**src/hdl/vne_pkg.sv**
```systemverilog
package vne_pkg;

  // Grid limits
  localparam int unsigned GRID_SIZE_MAX = 1024;
  localparam int unsigned IDX_W         = $clog2(GRID_SIZE_MAX);
  localparam int unsigned SIZE_W        = IDX_W + 1;

  // Neighbour table geometry
  localparam int unsigned MAX_NB = 12;
  localparam int unsigned SEL_W  = $clog2(MAX_NB);

  // Front/back queue
  localparam int unsigned QUEUE_DEPTH = 2;
  localparam int unsigned QPTR_W      = (QUEUE_DEPTH > 1) ? $clog2(QUEUE_DEPTH) : 1;
  localparam int unsigned QCNT_W      = $clog2(QUEUE_DEPTH + 1);

  // Register file
  localparam int unsigned ADDR_W = 4;

  typedef enum logic [1:0] {
    REG_SIZE_X = 2'd0,
    REG_SIZE_Y = 2'd1,
    REG_SIZE_Z = 2'd2,
    REG_NONE   = 2'd3
  } reg_idx_e;

  typedef enum logic [1:0] {
    CMD_FACE   = 2'd0,
    CMD_EDGE   = 2'd1,
    CMD_CORNER = 2'd2,
    CMD_NONE   = 2'd3
  } cmd_e;

  // Per-axis step of an offset; also indexes the per-axis inside flags.
  typedef enum logic [1:0] {
    DIR_NEG  = 2'd0,
    DIR_ZERO = 2'd1,
    DIR_POS  = 2'd2,
    DIR_BAD  = 2'd3
  } dir_e;

  typedef struct packed {
    logic used;
    dir_e dx;
    dir_e dy;
    dir_e dz;
  } off_t;

  typedef struct packed {
    logic [SIZE_W-1:0] x;
    logic [SIZE_W-1:0] y;
    logic [SIZE_W-1:0] z;
  } grid_size_t;

  // Classified item handed from front to back
  typedef struct packed {
    cmd_e              cmd;
    logic [IDX_W-1:0]  cx;
    logic [IDX_W-1:0]  cy;
    logic [IDX_W-1:0]  cz;
    logic [MAX_NB-1:0] mask;
  } item_t;

  function automatic off_t mk_off(input dir_e dx, input dir_e dy, input dir_e dz);
    off_t o;
    o.used = 1'b1;
    o.dx   = dx;
    o.dy   = dy;
    o.dz   = dz;
    return o;
  endfunction

  // Offset table in emission order; entries past the class count are unused.
  function automatic off_t nb_offset(input cmd_e cmd, input logic [SEL_W-1:0] sel);
    off_t o;
    o = '{used: 1'b0, dx: DIR_ZERO, dy: DIR_ZERO, dz: DIR_ZERO};
    case (cmd)
      CMD_FACE: begin
        case (sel)
          4'd0:    o = mk_off(DIR_NEG,  DIR_ZERO, DIR_ZERO);
          4'd1:    o = mk_off(DIR_POS,  DIR_ZERO, DIR_ZERO);
          4'd2:    o = mk_off(DIR_ZERO, DIR_NEG,  DIR_ZERO);
          4'd3:    o = mk_off(DIR_ZERO, DIR_POS,  DIR_ZERO);
          4'd4:    o = mk_off(DIR_ZERO, DIR_ZERO, DIR_NEG);
          4'd5:    o = mk_off(DIR_ZERO, DIR_ZERO, DIR_POS);
          default: o.used = 1'b0;
        endcase
      end
      CMD_EDGE: begin
        case (sel)
          4'd0:    o = mk_off(DIR_NEG,  DIR_ZERO, DIR_NEG);
          4'd1:    o = mk_off(DIR_POS,  DIR_ZERO, DIR_NEG);
          4'd2:    o = mk_off(DIR_POS,  DIR_ZERO, DIR_POS);
          4'd3:    o = mk_off(DIR_NEG,  DIR_ZERO, DIR_POS);
          4'd4:    o = mk_off(DIR_NEG,  DIR_POS,  DIR_ZERO);
          4'd5:    o = mk_off(DIR_NEG,  DIR_NEG,  DIR_ZERO);
          4'd6:    o = mk_off(DIR_POS,  DIR_NEG,  DIR_ZERO);
          4'd7:    o = mk_off(DIR_POS,  DIR_POS,  DIR_ZERO);
          4'd8:    o = mk_off(DIR_ZERO, DIR_POS,  DIR_POS);
          4'd9:    o = mk_off(DIR_ZERO, DIR_POS,  DIR_NEG);
          4'd10:   o = mk_off(DIR_ZERO, DIR_NEG,  DIR_NEG);
          4'd11:   o = mk_off(DIR_ZERO, DIR_NEG,  DIR_POS);
          default: o.used = 1'b0;
        endcase
      end
      CMD_CORNER: begin
        case (sel)
          4'd0:    o = mk_off(DIR_POS, DIR_POS, DIR_POS);
          4'd1:    o = mk_off(DIR_POS, DIR_NEG, DIR_POS);
          4'd2:    o = mk_off(DIR_NEG, DIR_NEG, DIR_POS);
          4'd3:    o = mk_off(DIR_NEG, DIR_POS, DIR_POS);
          4'd4:    o = mk_off(DIR_POS, DIR_POS, DIR_NEG);
          4'd5:    o = mk_off(DIR_POS, DIR_NEG, DIR_NEG);
          4'd6:    o = mk_off(DIR_NEG, DIR_NEG, DIR_NEG);
          4'd7:    o = mk_off(DIR_NEG, DIR_POS, DIR_NEG);
          default: o.used = 1'b0;
        endcase
      end
      default: o.used = 1'b0;
    endcase
    return o;
  endfunction

  // Apply one axis step; only used on in-grid results, so wrap is harmless.
  function automatic logic [IDX_W-1:0] step_axis(input logic [IDX_W-1:0] c, input dir_e d);
    logic [IDX_W-1:0] r;
    case (d)
      DIR_NEG: r = c - IDX_W'(1);
      DIR_POS: r = c + IDX_W'(1);
      default: r = c;
    endcase
    return r;
  endfunction

endpackage

```
**src/hdl/voxel_neighbour_enumerator.sv**
```systemverilog
// Voxel neighbour enumerator.
// Input channel (in_valid_i / in_stall_o): one transfer carries a command
// (face, edge or corner) and the x/y/z index of a centre cell. Output
// channel (out_valid_o / out_stall_i): one transfer per in-grid neighbour,
// in the fixed table order of the class, with last_o on the final one. If
// no neighbour is inside the grid (or the command is unused) a single
// transfer with found_o=0, last_o=1 and zero coordinates is sent.
// Grid sizes live in three APB registers (size_x/y/z at 0x0/0x4/0x8, 11 bits,
// sizes above 1024 act as 1024). Write them only while the block is idle.
// An item passes the queue, the current-item register and then the output
// register. It yields max(1, N) results, N = in-grid neighbours (up to 12);
// the back-end emitter produces one result per cycle while the output is
// not stalled. The front classifies an item in its accept cycle into a
// two-entry queue, so input keeps flowing while the back end works or the
// receiver stalls. A stall on the output holds the result register; the
// queue fills and then in_stall_o rises. Reset empties the queue and output
// register and sets all three sizes to 1024.
module voxel_neighbour_enumerator (
  input  logic                      clk_i,
  input  logic                      rst_ni,
  // APB register port
  input  logic                      psel,
  input  logic                      penable,
  input  logic                      pwrite,
  input  logic [vne_pkg::ADDR_W-1:0] paddr,
  input  logic [31:0]               pwdata,
  output logic [31:0]               prdata,
  output logic                      pready,
  // Input channel
  input  logic                      in_valid_i,
  output logic                      in_stall_o,
  input  logic [1:0]                command_i,
  input  logic [vne_pkg::IDX_W-1:0] cell_x_i,
  input  logic [vne_pkg::IDX_W-1:0] cell_y_i,
  input  logic [vne_pkg::IDX_W-1:0] cell_z_i,
  // Output channel
  output logic                      out_valid_o,
  input  logic                      out_stall_i,
  output logic [vne_pkg::IDX_W-1:0] nb_x_o,
  output logic [vne_pkg::IDX_W-1:0] nb_y_o,
  output logic [vne_pkg::IDX_W-1:0] nb_z_o,
  output logic                      found_o,
  output logic                      last_o
);
  import vne_pkg::*;

  grid_size_t size_q, size_d;
  reg_idx_e   reg_idx;
  logic       wr_en;

  logic       push, pop, q_full, q_valid;
  item_t      push_item, q_item;

  // Register file: register i sits at byte address 4*i
  assign reg_idx = reg_idx_e'(paddr[3:2]);
  assign wr_en   = psel && penable && pwrite;
  assign pready  = 1'b1;

  always_comb begin
    size_d = size_q;
    if (wr_en) begin
      unique case (reg_idx)
        REG_SIZE_X: size_d.x = pwdata[SIZE_W-1:0];
        REG_SIZE_Y: size_d.y = pwdata[SIZE_W-1:0];
        REG_SIZE_Z: size_d.z = pwdata[SIZE_W-1:0];
        default:    size_d   = size_q;   // no register there
      endcase
    end
  end

  always_comb begin
    unique case (reg_idx)
      REG_SIZE_X: prdata = 32'(size_q.x);
      REG_SIZE_Y: prdata = 32'(size_q.y);
      REG_SIZE_Z: prdata = 32'(size_q.z);
      default:    prdata = '0;
    endcase
  end

  always_ff @(posedge clk_i or negedge rst_ni) begin
    if (!rst_ni) begin
      size_q.x <= SIZE_W'(GRID_SIZE_MAX);
      size_q.y <= SIZE_W'(GRID_SIZE_MAX);
      size_q.z <= SIZE_W'(GRID_SIZE_MAX);
    end else begin
      size_q <= size_d;
    end
  end

  // Front: classify each centre cell into a mask of in-grid candidates
  vne_front u_front (
    .clk_i      (clk_i),
    .rst_ni     (rst_ni),
    .in_valid_i (in_valid_i),
    .in_stall_o (in_stall_o),
    .command_i  (command_i),
    .cell_x_i   (cell_x_i),
    .cell_y_i   (cell_y_i),
    .cell_z_i   (cell_z_i),
    .size_i     (size_q),
    .q_full_i   (q_full),
    .push_o     (push),
    .item_o     (push_item)
  );

  // Decoupling queue between classification and emission
  vne_queue u_queue (
    .clk_i   (clk_i),
    .rst_ni  (rst_ni),
    .push_i  (push),
    .item_i  (push_item),
    .full_o  (q_full),
    .pop_i   (pop),
    .valid_o (q_valid),
    .item_o  (q_item)
  );

  // Back: walk the mask, one neighbour per cycle unless the output stalls, into the output register
  vne_back u_back (
    .clk_i       (clk_i),
    .rst_ni      (rst_ni),
    .q_valid_i   (q_valid),
    .q_item_i    (q_item),
    .pop_o       (pop),
    .out_valid_o (out_valid_o),
    .out_stall_i (out_stall_i),
    .nb_x_o      (nb_x_o),
    .nb_y_o      (nb_y_o),
    .nb_z_o      (nb_z_o),
    .found_o     (found_o),
    .last_o      (last_o)
  );

`ifndef SYNTHESIS
  a_size_write: assert property (@(posedge clk_i) disable iff (!rst_ni)
    wr_en && (reg_idx == REG_SIZE_X) |=> size_q.x == $past(pwdata[SIZE_W-1:0]))
    else $error("size_x write lost");
  a_size_hold: assert property (@(posedge clk_i) disable iff (!rst_ni)
    !wr_en |=> $stable(size_q))
    else $error("sizes changed without a write");
  a_stall_full: assert property (@(posedge clk_i) disable iff (!rst_ni)
    in_stall_o |-> q_full)
    else $error("input stalled with room in queue");
`endif

endmodule

```
**src/hdl/vne_front.sv**
```systemverilog
module vne_front (
  input  logic                      clk_i,
  input  logic                      rst_ni,
  input  logic                      in_valid_i,
  output logic                      in_stall_o,
  input  logic [1:0]                command_i,
  input  logic [vne_pkg::IDX_W-1:0] cell_x_i,
  input  logic [vne_pkg::IDX_W-1:0] cell_y_i,
  input  logic [vne_pkg::IDX_W-1:0] cell_z_i,
  input  vne_pkg::grid_size_t       size_i,
  input  logic                      q_full_i,
  output logic                      push_o,
  output vne_pkg::item_t            item_o
);
  import vne_pkg::*;

  logic [SIZE_W-1:0] lim_x, lim_y, lim_z;
  logic [2:0]        ok_x, ok_y, ok_z;
  cmd_e              cmd;

  function automatic logic [SIZE_W-1:0] sat_size(input logic [SIZE_W-1:0] s);
    return (s > SIZE_W'(GRID_SIZE_MAX)) ? SIZE_W'(GRID_SIZE_MAX) : s;
  endfunction

  // Inside flags per step: c-1, c, c+1 against [0, lim)
  function automatic logic [2:0] axis_ok(input logic [IDX_W-1:0] c,
                                         input logic [SIZE_W-1:0] lim);
    logic [SIZE_W-1:0] cw;
    logic [2:0]        ok;
    cw            = {1'b0, c};
    ok[DIR_NEG]   = (c != '0) && (cw <= lim);
    ok[DIR_ZERO]  = cw < lim;
    ok[DIR_POS]   = (cw + SIZE_W'(1)) < lim;
    return ok;
  endfunction

  assign lim_x = sat_size(size_i.x);
  assign lim_y = sat_size(size_i.y);
  assign lim_z = sat_size(size_i.z);
  assign ok_x  = axis_ok(cell_x_i, lim_x);
  assign ok_y  = axis_ok(cell_y_i, lim_y);
  assign ok_z  = axis_ok(cell_z_i, lim_z);
  assign cmd   = cmd_e'(command_i);

  always_comb begin
    off_t o;
    item_o.cmd = cmd;
    item_o.cx  = cell_x_i;
    item_o.cy  = cell_y_i;
    item_o.cz  = cell_z_i;
    for (int i = 0; i < MAX_NB; i++) begin
      o = nb_offset(cmd, SEL_W'(i));
      item_o.mask[i] = o.used && ok_x[o.dx[1:0]] && ok_y[o.dy[1:0]] && ok_z[o.dz[1:0]];
    end
  end

  assign in_stall_o = q_full_i;
  assign push_o     = in_valid_i && !q_full_i;

`ifndef SYNTHESIS
  // Unused command never yields a candidate
  a_none_empty: assert property (@(posedge clk_i) disable iff (!rst_ni)
    push_o && (cmd == CMD_NONE) |-> item_o.mask == '0)
    else $error("unused command produced a candidate");
  // Face class has only six entries
  a_face_width: assert property (@(posedge clk_i) disable iff (!rst_ni)
    push_o && (cmd == CMD_FACE) |-> item_o.mask[MAX_NB-1:6] == '0)
    else $error("face class marked entry past its table");
  // Corner class has only eight entries
  a_corner_width: assert property (@(posedge clk_i) disable iff (!rst_ni)
    push_o && (cmd == CMD_CORNER) |-> item_o.mask[MAX_NB-1:8] == '0)
    else $error("corner class marked entry past its table");
`endif

endmodule

```
**src/hdl/vne_queue.sv**
```systemverilog
module vne_queue (
  input  logic           clk_i,
  input  logic           rst_ni,
  input  logic           push_i,
  input  vne_pkg::item_t item_i,
  output logic           full_o,
  input  logic           pop_i,
  output logic           valid_o,
  output vne_pkg::item_t item_o
);
  import vne_pkg::*;

  item_t             mem_q [QUEUE_DEPTH];
  logic [QPTR_W-1:0] wr_q, wr_d;
  logic [QPTR_W-1:0] rd_q, rd_d;
  logic [QCNT_W-1:0] cnt_q, cnt_d;

  function automatic logic [QPTR_W-1:0] inc_ptr(input logic [QPTR_W-1:0] p);
    return (p == QPTR_W'(QUEUE_DEPTH - 1)) ? '0 : p + QPTR_W'(1);
  endfunction

  assign full_o  = cnt_q == QCNT_W'(QUEUE_DEPTH);
  assign valid_o = cnt_q != '0;
  assign item_o  = mem_q[rd_q];

  always_comb begin
    wr_d  = push_i ? inc_ptr(wr_q) : wr_q;
    rd_d  = pop_i  ? inc_ptr(rd_q) : rd_q;
    cnt_d = cnt_q;
    if (push_i && !pop_i) begin
      cnt_d = cnt_q + QCNT_W'(1);
    end else if (pop_i && !push_i) begin
      cnt_d = cnt_q - QCNT_W'(1);
    end
  end

  always_ff @(posedge clk_i or negedge rst_ni) begin
    if (!rst_ni) begin
      wr_q  <= '0;
      rd_q  <= '0;
      cnt_q <= '0;
    end else begin
      wr_q  <= wr_d;
      rd_q  <= rd_d;
      cnt_q <= cnt_d;
    end
  end

  always_ff @(posedge clk_i) begin
    if (push_i) begin
      mem_q[wr_q] <= item_i;
    end
  end

`ifndef SYNTHESIS
  a_cnt_range: assert property (@(posedge clk_i) disable iff (!rst_ni)
    cnt_q <= QCNT_W'(QUEUE_DEPTH))
    else $error("queue count out of range");
  a_no_overflow: assert property (@(posedge clk_i) disable iff (!rst_ni)
    push_i && !pop_i |-> !full_o)
    else $error("push into full queue");
  a_no_underflow: assert property (@(posedge clk_i) disable iff (!rst_ni)
    pop_i |-> valid_o)
    else $error("pop from empty queue");
`endif

endmodule

```
**src/hdl/vne_back.sv**
```systemverilog
module vne_back (
  input  logic                      clk_i,
  input  logic                      rst_ni,
  input  logic                      q_valid_i,
  input  vne_pkg::item_t            q_item_i,
  output logic                      pop_o,
  output logic                      out_valid_o,
  input  logic                      out_stall_i,
  output logic [vne_pkg::IDX_W-1:0] nb_x_o,
  output logic [vne_pkg::IDX_W-1:0] nb_y_o,
  output logic [vne_pkg::IDX_W-1:0] nb_z_o,
  output logic                      found_o,
  output logic                      last_o
);
  import vne_pkg::*;

  // Current item
  logic              active_q, active_d;
  item_t             cur_q, cur_d;
  // Output register
  logic              out_valid_q, out_valid_d;
  logic [IDX_W-1:0]  nb_x_q, nb_x_d, nb_y_q, nb_y_d, nb_z_q, nb_z_d;
  logic              found_q, found_d, last_q, last_d;

  logic [SEL_W-1:0]  sel;
  logic [MAX_NB-1:0] pick, rest;
  logic              adv, emit_last, load;
  off_t              off;

  // Lowest pending candidate
  assign pick = cur_q.mask & (~cur_q.mask + MAX_NB'(1));
  assign rest = cur_q.mask & ~pick;

  always_comb begin
    sel = '0;
    for (int i = MAX_NB - 1; i >= 0; i--) begin
      if (cur_q.mask[i]) begin
        sel = SEL_W'(i);
      end
    end
  end

  assign off       = nb_offset(cur_q.cmd, sel);
  assign adv       = active_q && (!out_valid_q || !out_stall_i);
  assign emit_last = rest == '0;
  assign load      = q_valid_i && (!active_q || (adv && emit_last));
  assign pop_o     = load;

  always_comb begin
    active_d    = active_q;
    cur_d       = cur_q;
    out_valid_d = out_valid_q;
    nb_x_d      = nb_x_q;
    nb_y_d      = nb_y_q;
    nb_z_d      = nb_z_q;
    found_d     = found_q;
    last_d      = last_q;

    if (!out_stall_i) begin
      out_valid_d = 1'b0;
    end

    if (adv) begin
      out_valid_d = 1'b1;
      found_d     = cur_q.mask != '0;
      last_d      = emit_last;
      if (cur_q.mask != '0) begin
        nb_x_d = step_axis(cur_q.cx, off.dx);
        nb_y_d = step_axis(cur_q.cy, off.dy);
        nb_z_d = step_axis(cur_q.cz, off.dz);
      end else begin
        nb_x_d = '0;
        nb_y_d = '0;
        nb_z_d = '0;
      end
      cur_d.mask = rest;
      if (emit_last) begin
        active_d = 1'b0;
      end
    end

    if (load) begin
      active_d = 1'b1;
      cur_d    = q_item_i;
    end
  end

  always_ff @(posedge clk_i or negedge rst_ni) begin
    if (!rst_ni) begin
      active_q    <= 1'b0;
      out_valid_q <= 1'b0;
    end else begin
      active_q    <= active_d;
      out_valid_q <= out_valid_d;
    end
  end

  always_ff @(posedge clk_i) begin
    cur_q   <= cur_d;
    nb_x_q  <= nb_x_d;
    nb_y_q  <= nb_y_d;
    nb_z_q  <= nb_z_d;
    found_q <= found_d;
    last_q  <= last_d;
  end

  assign out_valid_o = out_valid_q;
  assign nb_x_o      = nb_x_q;
  assign nb_y_o      = nb_y_q;
  assign nb_z_o      = nb_z_q;
  assign found_o     = found_q;
  assign last_o      = last_q;

`ifndef SYNTHESIS
  a_empty_is_last: assert property (@(posedge clk_i) disable iff (!rst_ni)
    out_valid_o && !found_o |-> last_o)
    else $error("empty result not marked last");
  a_empty_zero: assert property (@(posedge clk_i) disable iff (!rst_ni)
    out_valid_o && !found_o |-> (nb_x_o == '0) && (nb_y_o == '0) && (nb_z_o == '0))
    else $error("empty result carries coordinates");
  a_retire: assert property (@(posedge clk_i) disable iff (!rst_ni)
    adv && emit_last && !q_valid_i |=> !active_q)
    else $error("item still active after its last result");
  a_pick_onehot: assert property (@(posedge clk_i) disable iff (!rst_ni)
    active_q && (cur_q.mask != '0) |-> $onehot(pick) && pick[sel])
    else $error("candidate select mismatch");
`endif

endmodule

```
**config.mk**
```make
export PLATFORM = sky130hd
export DESIGN_NAME = voxel_neighbour_enumerator
export DESIGN_NICKNAME = d
export VERILOG_FILES = /design/src/hdl/vne_pkg.sv /design/src/hdl/voxel_neighbour_enumerator.sv /design/src/hdl/vne_front.sv /design/src/hdl/vne_queue.sv /design/src/hdl/vne_back.sv
export SDC_FILE = /design/constraint.sdc
export NUM_CORES = 1
export LEC_CHECK = 0
export BUFFER_PORTS_ARGS = -buffer_cell sky130_fd_sc_hd__clkbuf_2
export CAP_MARGIN = 20
export CELL_PAD_IN_SITES_DETAIL_PLACEMENT = 1
export CELL_PAD_IN_SITES_GLOBAL_PLACEMENT = 1
export CORE_MARGIN = 2
export CORE_UTILIZATION = 47
export DETAILED_ROUTE_END_ITERATION = 6
export PLACE_DENSITY_LB_ADDON = 0.08
export SLEW_MARGIN = 20
export SYNTH_ARGS = -nofsm -noshare
export SYNTH_HDL_FRONTEND = slang
export SYNTH_SLANG_ARGS = --single-unit
```
**constraint.sdc**
```tcl
create_clock -name clk_i -period 5.3 [get_ports clk_i]
set_input_delay 0.53 -clock clk_i [delete_from_list [all_inputs] [get_ports clk_i]]
set_output_delay 0.53 -clock clk_i [all_outputs]
set_load 0.01 [all_outputs]
```
* Word-level counts from Yosys, hierarchy flattened *
Memory sizes are Yosys's and may differ from the RTL's.
Index checks and enable logic that the tools add are counted.
Widths: inputs -> output; s select.

storage, ports and cells
  memories = 1
  bits in registers = 115
  input port bits = 75
  logic and storage cells = 307
  output and inout port bits = 67
  bits in writable memories = 88

memory list
  memory         words  bits a word  rd ports  clocked after Yosys merged registers in  write ports  line             source
  u_queue.mem_q  2      44           1         0                                        1            vne_queue.sv:13  item_t mem_q [QUEUE_DEPTH];

cells by class
  magnitude comparators = 48
  bitwise logic cells = 4
  equal/unequal tests = 22
  add/sub/neg operators = 14
  multiplexer cells = 123
  reduce and logical (&&, ||, !) cells = 77

operators with widths
  kind                   number
  $pmux 6 s3             6
  $lt 2x3->1 const B     29
  $bmux 1 s2             36
  $pmux 6 s12            1
  $pmux 10 s2            3
  $mux 4                 14
  $mux 1                 48
  $pmux 6 s8             1
  $logic_and 1x1->1      47
  $pmux 6 s6             1
  $add 10x1->11 const B  3
  $gt 11x11->1 const B   3
  $le 10x11->1           3
  $lt 10x11->1           3
  $lt 11x11->1           3
  $mux 11                3
  $pmux 11 s3            1
  $add 10x1->10 const B  3
  $reduce_bool 10->1     3
  $sub 10x1->10 const B  3
  $and 12x12->12         2
  $mux 12                2
  $not 12->12            2
  $pmux 6 s2             2
  other kinds (26)       66

* Logic depth before layout (Yosys ltp) *
Gate-level depths: netlist of run 1.

  word-level depth = 17
  gate-level depth with buffers = 18

* By module *
A second synthesis of run 1 with hierarchy kept.

unflattened totals
  cell total of the unflattened synthesis = 1089
  area, all modules = 12762.2 sq um

modules (own cells, without submodules)
  module                      cells each  area an instance (sq um)  instances  sequential area each (sq um)
  vne_back                    424         4693.3                    1          2332.2
  vne_queue                   153         3564.7                    1          2742.6
  vne_front                   377         2807.7                    1          0.0
  voxel_neighbour_enumerator  135         1696.6                    1          829.5

* Worst setup path after synthesis of run 1 *
Ideal clock, no wire load.

  path type = flip-flop to flip-flop
  start = register u_back.cur_q[4] (netlist bit)
  end = register u_back.nb_z_q[9] (netlist: u_back.nb_z_o[9]), data pin
  data required time = 5.169 ns
  cell stages (with the launch flop) = 17
  path buffers = 0
  arrival time = 4.271 ns
  library setup time = 0.131 ns
  path slack = 0.898 ns
  cells stage by stage = edfxtp_1 or2_2 a211oi_1 nand2_1 mux2_2 a211o_1 and2_1 nor2b_1 ha_1 a21o_1 a211oi_1 o21ai_0 a41o_1 or4_1 a21oi_1 nor4_1 nand2_1

on the way
  word-level cells in the longest chain between the ends = 10
  elaborated cells on any way between the ends = 25
  those cells by class = 12 x eq/ne; 10 x mux; 3 x reduce/logical

RTL lines
  item                                                  line             source
  start: declaration                                    vne_back.sv:19   item_t cur_q, cur_d;
  start signal: assignment                              vne_back.sv:99   cur_q <= cur_d;
  $mux 4 (5 in series)                                  vne_back.sv:37   if (cur_q.mask[i]) begin
  $eq 4x4->1 (tied with other cells)                    vne_pkg.sv:90    case (sel)
  $pmux 6 s12 (tied with other cells)                   vne_pkg.sv:90
  $pmux 6 s3                                            vne_pkg.sv:77    case (cmd)
  $eq 2x2->1 / $logic_not 2->1 (equally long branches)  vne_pkg.sv:127   case (d)
  $pmux 10 s2                                           vne_pkg.sv:127
  end signal: assignment                                vne_back.sv:102  nb_z_q <= nb_z_d;
  end: declaration                                      vne_back.sv:22   logic [IDX_W-1:0] nb_x_q, nb_x_d, nb_y_q, nb_y_d, nb_z_q, nb_z_d;

Several ways; a longest one is shown, not always the timed one.
A chain may end at the register's enable or synchronous reset.

* Worst setup path after layout of run 1 *
  start = register u_back.cur_q[0] (netlist bit)
  end = register u_back.nb_y_q[9] (netlist: u_back.nb_y_o[9]), data pin

on the way
  word-level cells in the longest chain between the ends = 6
  elaborated cells on any way between the ends = 21
  those cells by class = 12 x eq/ne; 6 x mux; 3 x reduce/logical

RTL lines
  item                                                  line             source
  $mux 4                                                vne_back.sv:37
  $eq 4x4->1 (tied with other cells)                    vne_pkg.sv:90
  $pmux 6 s12 (tied with other cells)                   vne_pkg.sv:90
  $pmux 6 s3                                            vne_pkg.sv:77
  $eq 2x2->1 / $logic_not 2->1 (equally long branches)  vne_pkg.sv:127
  $pmux 10 s2                                           vne_pkg.sv:127
  end signal: assignment                                vne_back.sv:101  nb_y_q <= nb_y_d;
  end: declaration                                      vne_back.sv:22

Several ways; a longest one is shown, not always the timed one.

==> impl_metrics.ini, run 1 <==
[logic_synthesis]
synth_top_family_by_area = simple AND/OR/NAND/NOR gates
avgSynthCellArea_um2 = 11.4
synthesis.instances = 1056
synthMuxAreaShare = 0.0885
synthSimpleGateAreaFrac = 0.128
synth_fa_ha_area_frac = 0.113
synth_cell_types = 71
synth_compound_area_frac = 0.106
ys_ff_latch = 203
synth-main-ff-cell = edfxtp_1
ys_seq_area_frac = 0.492
synth_xor_area_frac = 0.0364
synthArstFlopShare = 0.192
netlist_area_um2 = 12000
synth-edff-count = 164
yosys_warnings = 0

[floorplan]
dieArea_um2 = 26800
start_util = 0.478
core.rowCount = 58
coreArea_um2 = 25100
dieHeight_um = 164
pin_count = 142
die_w_um = 164

[flow_run]
maxCapViolations = 0

[global_routing]
grt_pass1_vias = 8609
grt_use_total = 0.217
grt_pass1_wl_um = 46100
grt-ovfl-total = 0
antenna_found_initial = 0
grt_max_degree = 46

[setup_path]
cp-endpoint = u_back.nb_y_o[9]$_SDFFCE_PN0P_
reg2regPathDepth = 13
crit_start = u_back.cur_q[0]$_SDFFCE_PN0P_
r2r_setup_slack_ps = 470
setup.worst_path.end_class = flip-flop
crit_path_start_kind = flip-flop
worstPathMaxFanout = 8
reg2reg_from = u_back.cur_q[0]$_SDFFCE_PN0P_
arrival_ps = 5090
criticalPathCategory = flip-flop to flip-flop
required_ps = 5550
reg2reg_to = u_back.nb_y_o[9]$_SDFFCE_PN0P_

[clock_tree]
cts-hold-fix-buffers = 0
cts_tree = done
numCtsBuffers = 23
clock_latency_ps = 520
ctsResizeCount = 0
h-tree-depth = 1
cts_root_buffer = clkbuf_16
cts_sinks = 203
clkTransAtPathRegs_ps = 70
post-cts-setup-buffer-count = 0
clockBufferDepth = 3

[place]
post_dp_cell_area_um2 = 12800
dp_slack_ps = 450
placed_cells = 1462
post-dp-hpwl_um = 21300
port_buffers = 96
gp_congestion = 0.845

[pwr]
power_mw = 4.62
irDropWorstVdd_uv = 257
p_leak_nw = 5.51
p_per_area_nw_per_um2 = 342

[detailed_routing]
drtIter0Drc = 430
first_pass_iters = 4
vias = 8377
drc_errors = 0
wl_per_cell_um = 18.9
ant_nets = 0
wl_um = 28400
routed_via_density = 5.57

[sta]
hold_ws_ps = -10.8
fin_worst_skew_ps = 13.6
rsz0062_at_grt = no
fmax_mhz = 207
worst_slack_ps = 468
worst_pin_slew_ps = 991
finalHoldViolations = 8
fin_tns_setup_ps = 0
setup_viol = 0
maxSlewViolCount = 0
post-route-min-period_ps = 4830
min_period_over_period = 0.912
slew_headroom = 0.333

[final_layout]
fin_cells = 1503
fin_util = 0.537
nNetsFinal = 1337
syn_to_final_growth_pct = 12.4
diodes = 0
drive_above_1_share = 0.201
finish.instance_area_um2 = 13500

[hold_path]
hold_class = primary input to asynchronous set/reset pin

[outcome]
failed_checks = hold timing
outcome = finished, violations left
## logic make-up after synthesis
group / count (synthesis)
compound gates: 192
xor+xnor: 49
fa+ha+maj: 107
buf+inv: 88
flops: 203
mux: 98
other cells: 2
simple gates: 317
## metal layers
metal,global-route usage,share of wire,vias to the layer above
met5,0,0,-
met4,0.0486,0.017,0
met3,0.0278,0.040,34
met2,0.368,0.48,159
met1,0.297,0.46,4094
li1,-,-,4090
## critical path, stage by stage (launching register included)
cell	delay [ps]
edfxtp_1	520
or4_4	620
nor4_2	550
nor2_1	190
o21ai_0	450
and2_1	240
buf_4	180
ha_1	290
a211o_1	300
a2111oi_0	590
o41ai_1	200
nand3_1	110
nor3b_1	240
mux2i_1	100
## cells in the final DEF, fill, tap and decap left out, drive strengths merged, types with 8 or more instances in the layout
master,count
inv,36
nand2,98
a21o,13
o21a,13
mux2,65
dfrtp,36
clkinv,8
nor4,10
edfxtp,164
a211o,11
conb,22
o21ai,51
nand3,33
and3,8
xnor2,31
nor2,72
nor2b,17
a21oi,49
nand2b,11
nand4,8
buf,14
mux2i,33
ha,101
nor3,23
xor2,18
clkbuf,126
## state kept, by name, summed over array words and instances (netlist names)
register / count
size_q: 33
u_back.active_q: 1
u_back.cur_q: 44
u_back.found_o: 1
u_back.last_o: 1
u_back.nb_x_o: 10
u_back.nb_y_o: 10
u_back.nb_z_o: 10
u_back.out_valid_o: 1
u_queue.cnt_q: 2
u_queue.mem_q: 88
u_queue.rd_q: 1
u_queue.wr_q: 1
## where the power goes
group	total (mW)	switching [mW]	leakage, nW	internal (mW)
combinational	1.01	0.602	3.18	0.405
sequential	2.17	0.130	2.00	2.04
clock	1.45	0.632	0.330	0.813
## worst min-delay path by stage
stage,startpoint,endpoint,slack (ps),cells after the start
floorplan,rst_ni,size_q[0]$_DFFE_PN0P_,230,0
global placement,size_q[11]$_DFFE_PN0P_,size_q[11]$_DFFE_PN0P_,510,1
detailed placement,size_q[14]$_DFFE_PN0P_,size_q[14]$_DFFE_PN0P_,530,1
CTS,rst_ni,size_q[8]$_DFFE_PN0P_,220,1
global route,rst_ni,size_q[30]$_DFFE_PN0P_,8,1
finish,rst_ni,size_q[30]$_DFFE_PN0P_,-10,1
## cells in the mapped netlist, drive strengths merged, types with 3 or more instances
master   count  share of area
nor2b       17         0.0089
buf         30          0.018
nand2       98          0.031
xnor2       31          0.023
xor2        18          0.013
inv         34          0.011
nor4b        3         0.0022
or3          6         0.0031
o221ai       3         0.0022
a2111oi      4         0.0029
and2         7         0.0036
a211o       11         0.0080
nor4        10         0.0057
a21boi       3         0.0019
nor3b        4         0.0025
a31oi        4         0.0021
nand3       33          0.014
or4          6         0.0044
o21a        13         0.0081
dfstp        3         0.0066
nor3        23         0.0096
nor2        72          0.023
edfxtp     164           0.41
a211oi       6         0.0038
ha         101           0.11
nand2b      11         0.0057
a21o        13         0.0081
a221oi       4         0.0029
maj3         3         0.0026
or2          7         0.0039
mux2i       33          0.028
dfrtp       36          0.075
mux2        65          0.061
o211ai       7         0.0044
nand4        8         0.0042
clkbuf      23         0.0072
o21ai       51          0.023
a21oi       49          0.020
o2111ai      4         0.0029
and3         8         0.0042
fa           3         0.0050
## cell type report
cell class / count / area [um^2]
Timing Repair Buffer: 110 / 606
Multi-Input combinational cell: 785 / 5760
Clock buffer: 30 / 612
Tap cell: 330 / 413
Clock inverter: 10 / 58.8
Sequential cell: 203 / 5910
Fill cell: 2722 / 11600
Inverter: 35 / 131
No activity file was read; power rests on OpenSTA's default activity.
==> inputs of run 2 (changes only) <==
Settings changed: CORE_UTILIZATION 47 to 40.
==> run 2 against run 1 <==
  * The run now ends clean
  * Final area is 1.7% higher
  * Critical path type unchanged
  * Setup slack lost 45 ps
  * Routed wire length about the same
  * Clock-buffer cell count decreased by 2
  * Via count fell by 0.69%
  * Critical endpoint unchanged
  * Non-clock buffer count increased by 3
==> impl_metrics.ini, run 2 (same netlist as run 1, synthesis figures left out) <==
[final_layout]
largest_reg_flops = 88
syn_to_final_growth_pct = 14.3
largest_register = u_queue.mem_q
mostFrequentLayoutCell = edfxtp_1
nNetsFinal = 1341
top_regs = u_queue.mem_q (88), u_back.cur_q (44), size_q (33)
mostFrequentLayoutCells = edfxtp_1, ha_1, nand2_1
drive_above_1_share = 0.205

[sta]
min_period_over_period = 0.920
slew_headroom = 0.363
worst_pin_slew_ps = 947
rsz0062_at_grt = no
maxSlewViolCount = 0
fin_worst_skew_ps = 13.4
post-route-min-period_ps = 4880
setup_viol = 0
hold_ws_ps = 150
worst_slack_ps = 423
finalHoldViolations = 0
fin_tns_setup_ps = 0
fmax_mhz = 205

[setup_path]
arrival_ps = 5130
required_ps = 5550
cp_cell_sequence = or4_4 > nor4_2 > nor2_1 > o21ai_0 > and2_1 > ha_1 > a21oi_1 > inv_1 > a211o_1 > a2111oi_0 > o41ai_1 > nand3_1 > nor3b_1 > mux2i_1
worstPathMaxFanout = 8
setup.worst_path.end_class = flip-flop
critPathMaxStageDelay_ps = 610
slowest_stage = or4_4
criticalPathCategory = flip-flop to flip-flop
crit_path_start_kind = flip-flop

[detailed_routing]
routed_via_density = 5.29
drtIter0Drc = 350
vias = 8319
wl_um = 28400
first_pass_iters = 4
ant_nets = 0
wl_per_cell_um = 18.1
drc_errors = 0

[clock_tree]
clkTransAtPathRegs_ps = 60
clockBufferDepth = 3
post-cts-setup-buffer-count = 0
cts-hold-fix-buffers = 0
cts_root_buffer = clkbuf_16
h-tree-depth = 1
ctsResizeCount = 0
cts_tree = done
clock_latency_ps = 520
numCtsBuffers = 24
cts_sinks = 203

[pwr]
p_per_area_nw_per_um2 = 356
p_leak_nw = 5.58
irDropWorstVdd_uv = 203

[global_routing]
grt_pass1_vias = 8632
grt_max_degree = 45
antenna_found_initial = 3
grt_use_total = 0.187
grt-ovfl-total = 0
grt_pass1_wl_um = 46500

[place]
gp_congestion = 0.825
post-dp-hpwl_um = 21500
port_buffers = 96
dp_slack_ps = 479

[floorplan]
dieHeight_um = 177
pin_count = 142
die_w_um = 177
dieArea_um2 = 31400
core.rowCount = 63
coreArea_um2 = 29600
start_util = 0.406

[outcome]
outcome = complete, no violations

[hold_path]
hold_class = primary input to asynchronous set/reset pin

[flow_run]
maxCapViolations = 0
## run 2: layout make-up
cell class	instances	area [um^2]
diodes	2	5.00
clock buffers	28	637
clock inverters	16	185
fillers	3213	15800
inverters	35	131
multi-input cells	785	5760
flip-flops and latches	203	5910
well taps	390	488
repair buffers	113	608
## run 2: where the power goes
group	switching [mW]	total (mW)	internal, mW	leakage, nW
logic	0.604	1.01	0.408	3.19
registers	0.122	2.16	2.04	2.00
clock network	0.655	1.71	1.05	0.394
## run 2: critical path, delay by kind of cell, from the launching register on
kind	cells	cell delay (ps)
AO/OA/AOI/OAI	5	1700
adder cells (fa/ha/maj)	1	250
buffers and inverters	1	70
flip-flops	1	500
multiplexers	1	100
AND/OR/NAND/NOR	6	2000
## run 2: final timing paths
check | from | to | slack [ps] | cells past startpoint
worst max-delay path | u_back.cur_q[0]$_SDFFCE_PN0P_ | u_back.nb_y_o[9]$_SDFFCE_PN0P_ | 420 | 14
max in group asynchronous | rst_ni | u_queue.rd_q$_DFFE_PN0P_ | 4520 | 1
min in group clk_i | pwdata[10] | size_q[10]$_DFFE_PN1P_ | 270 | 3
worst max register to register | u_back.cur_q[0]$_SDFFCE_PN0P_ | u_back.nb_y_o[9]$_SDFFCE_PN0P_ | 420 | 14
worst min-delay path | rst_ni | u_queue.cnt_q[0]$_DFFE_PN0P_ | 150 | 1
worst min register to register | size_q[14]$_DFFE_PN0P_ | size_q[14]$_DFFE_PN0P_ | 540 | 1
## run 2: stage by stage
step | utilization | area [um^2] | total power, mW | cells
floorplan | - | 12100 | 2.86 | 1076
global placement | 0.436 | 12900 | 3.17 | 1526
detailed placement | 0.436 | 12900 | 3.21 | 1526
CTS | 0.464 | 13700 | 4.95 | 1570
global route | 0.464 | 13700 | 5.16 | 1571
finish | 0.464 | 13700 | 4.88 | 1572
## run 2: per-layer routing
metal / track usage / wire [um] / part of all wire
met4: 0.0441 / 502 / 0.018
met1: 0.257 / 13400 / 0.47
met2: 0.311 / 13400 / 0.47
met5: 0 / 0 / 0
met3: 0.0268 / 1180 / 0.042
==> inputs of run 3 (changes only) <==
Clock period 5.3 ns to 6.1 ns, I/O delays scaled along.
==> run 3 against run 2 <==
  * Clock power down 15%
  * Critical path depth increased by 1
  * Maximum frequency grew 1.8%
  * Non-clock buffer count decreased by 3
  * Sequential power shrank 13%
  * Critical endpoint unchanged
  * Flip-flop and latch count is the same
  * Clock skew down 5.9 ps
  * Highest routed layer unchanged
  * Combinational power down 14%
  * Via count increased by 0.28%
==> impl_metrics.ini, run 3 (same netlist as run 1, synthesis figures left out) <==
[outcome]
outcome = complete, no violations

[setup_path]
arrival_ps = 5050
critPathMaxStageDelay_ps = 620
setup.worst_path.end_class = flip-flop
slowest_stage = or4_4
cp_cell_sequence = or4_4 > nor4_2 > buf_4 > nor2_1 > o21ai_0 > and2_1 > ha_1 > a21oi_1 > inv_1 > a211o_1 > a2111oi_0 > o41ai_1 > nand3_1 > nor3b_1 > mux2i_1
worstPathMaxFanout = 9
crit_path_start_kind = flip-flop
required_ps = 6360
criticalPathCategory = flip-flop to flip-flop

[final_layout]
largest_reg_flops = 88
fin_util = 0.463
syn_to_final_growth_pct = 14.1
mostFrequentLayoutCell = edfxtp_1
nNetsFinal = 1338
top_regs = u_queue.mem_q (88), u_back.cur_q (44), size_q (33)
drive_above_1_share = 0.206
mostFrequentLayoutCells = edfxtp_1, ha_1, nand2_1
largest_register = u_queue.mem_q
finish.instance_area_um2 = 13700

[clock_tree]
cts_tree = done
cts_root_buffer = clkbuf_16
clkTransAtPathRegs_ps = 60
cts_sinks = 203
cts-hold-fix-buffers = 0
post-cts-setup-buffer-count = 0
ctsResizeCount = 0
numCtsBuffers = 24
clockBufferDepth = 3
h-tree-depth = 1
clock_latency_ps = 510

[detailed_routing]
wl_um = 28400
routed_via_density = 5.32
drtIter0Drc = 352
vias = 8342
ant_nets = 0
first_pass_iters = 4
wl_per_cell_um = 18.1
drc_errors = 0

[pwr]
irDropWorstVdd_uv = 203
power_mw = 4.21
p_leak_nw = 5.58
p_per_area_nw_per_um2 = 307

[floorplan]
pin_count = 142
coreArea_um2 = 29600
core.rowCount = 63
dieHeight_um = 177
start_util = 0.406
dieArea_um2 = 31400
die_w_um = 177

[place]
post_dp_cell_area_um2 = 12900
dp_slack_ps = 1260
post-dp-hpwl_um = 21500
gp_congestion = 0.817
port_buffers = 96

[sta]
min_period_over_period = 0.786
rsz0062_at_grt = no
worst_pin_slew_ps = 1080
fin_tns_setup_ps = 0
slew_headroom = 0.274
fin_worst_skew_ps = 7.53
worst_slack_ps = 1310
fmax_mhz = 209
finalHoldViolations = 0
post-route-min-period_ps = 4790
setup_viol = 0
maxSlewViolCount = 0

[global_routing]
grt-ovfl-total = 0
grt_use_met3 = 0.0258
grt_max_degree = 45
use_met1 = 0.249
gr-usage-met2 = 0.322
grt_pass1_wl_um = 46200
antenna_found_initial = 3
grt-busiest-layer = met2
grt_pass1_vias = 8569
grt_use_total = 0.186

[flow_run]
maxCapViolations = 0

[hold_path]
hold_class = primary input to asynchronous set/reset pin
[run 3: cell types whose count changed in the layout (fill, tap and decap cells not counted), sizes merged]
cell | before | now
buf | 18 | 15
bufinv | 4 | 2
clkbuf | 123 | 129
clkinv | 10 | 7
clkinvlp | 2 | 1
[run 3: worst max-delay path: cells and delay by family (launching register included)]
family          cells  cell delay, ps
compound gates      5            1680
fa+ha+maj           1             300
buf+inv             2             270
flops               1             500
mux                 1             100
simple gates        6            1670
[run 3: final timing paths]
kind	start	to	slack, ps	depth (start not counted)
max in group asynchronous	rst_ni	u_queue.rd_q$_DFFE_PN0P_	5230	1
worst max-delay path	u_back.cur_q[0]$_SDFFCE_PN0P_	u_back.nb_y_o[9]$_SDFFCE_PN0P_	1310	15
worst min-delay path	rst_ni	u_queue.wr_q$_DFFE_PN0P_	230	1
min in group clk_i	pwdata[10]	size_q[32]$_DFFE_PN1P_	350	3
worst min register to register	size_q[14]$_DFFE_PN0P_	size_q[14]$_DFFE_PN0P_	540	1
worst max register to register	u_back.cur_q[0]$_SDFFCE_PN0P_	u_back.nb_y_o[9]$_SDFFCE_PN0P_	1310	15
[run 3: layout make-up]
| cell class | instances | area [um^2] |
|---|---|---|
| inverter | 35 | 131 |
| sequential | 203 | 5910 |
| antenna | 2 | 5.00 |
| tap | 390 | 488 |
| multi-input combinational | 785 | 5750 |
| clock buffer | 34 | 721 |
| fill | 3232 | 15900 |
| timing repair buffer | 110 | 586 |
| clock inverter | 10 | 103 |
[run 3: layer usage]
layer	up-vias	share of wire
li1	4086	-
met1	4090	0.46
met2	144	0.47
met3	22	0.049
met4	0	0.013
met5	-	0
[run 3: stage by stage]
| stage | hold slack [ps] | std cells |
|---|---|---|
| 6_report | 234 | 1569 |
| 5_1_grt | 311 | 1567 |
| 4_1_cts | 298 | 1567 |
| 3_5_place_dp | 527 | 1523 |
| 3_3_place_gp | 514 | 1523 |
| 2_1_floorplan | 314 | 1076 |
[run 3: where the power goes]
part | leakage (nW) | internal (mW) | switching (mW)
combinational | 3.17 | 0.349 | 0.523
sequential | 2.00 | 1.77 | 0.107
clock | 0.408 | 0.905 | 0.557
total | 5.58 | 3.02 | 1.19
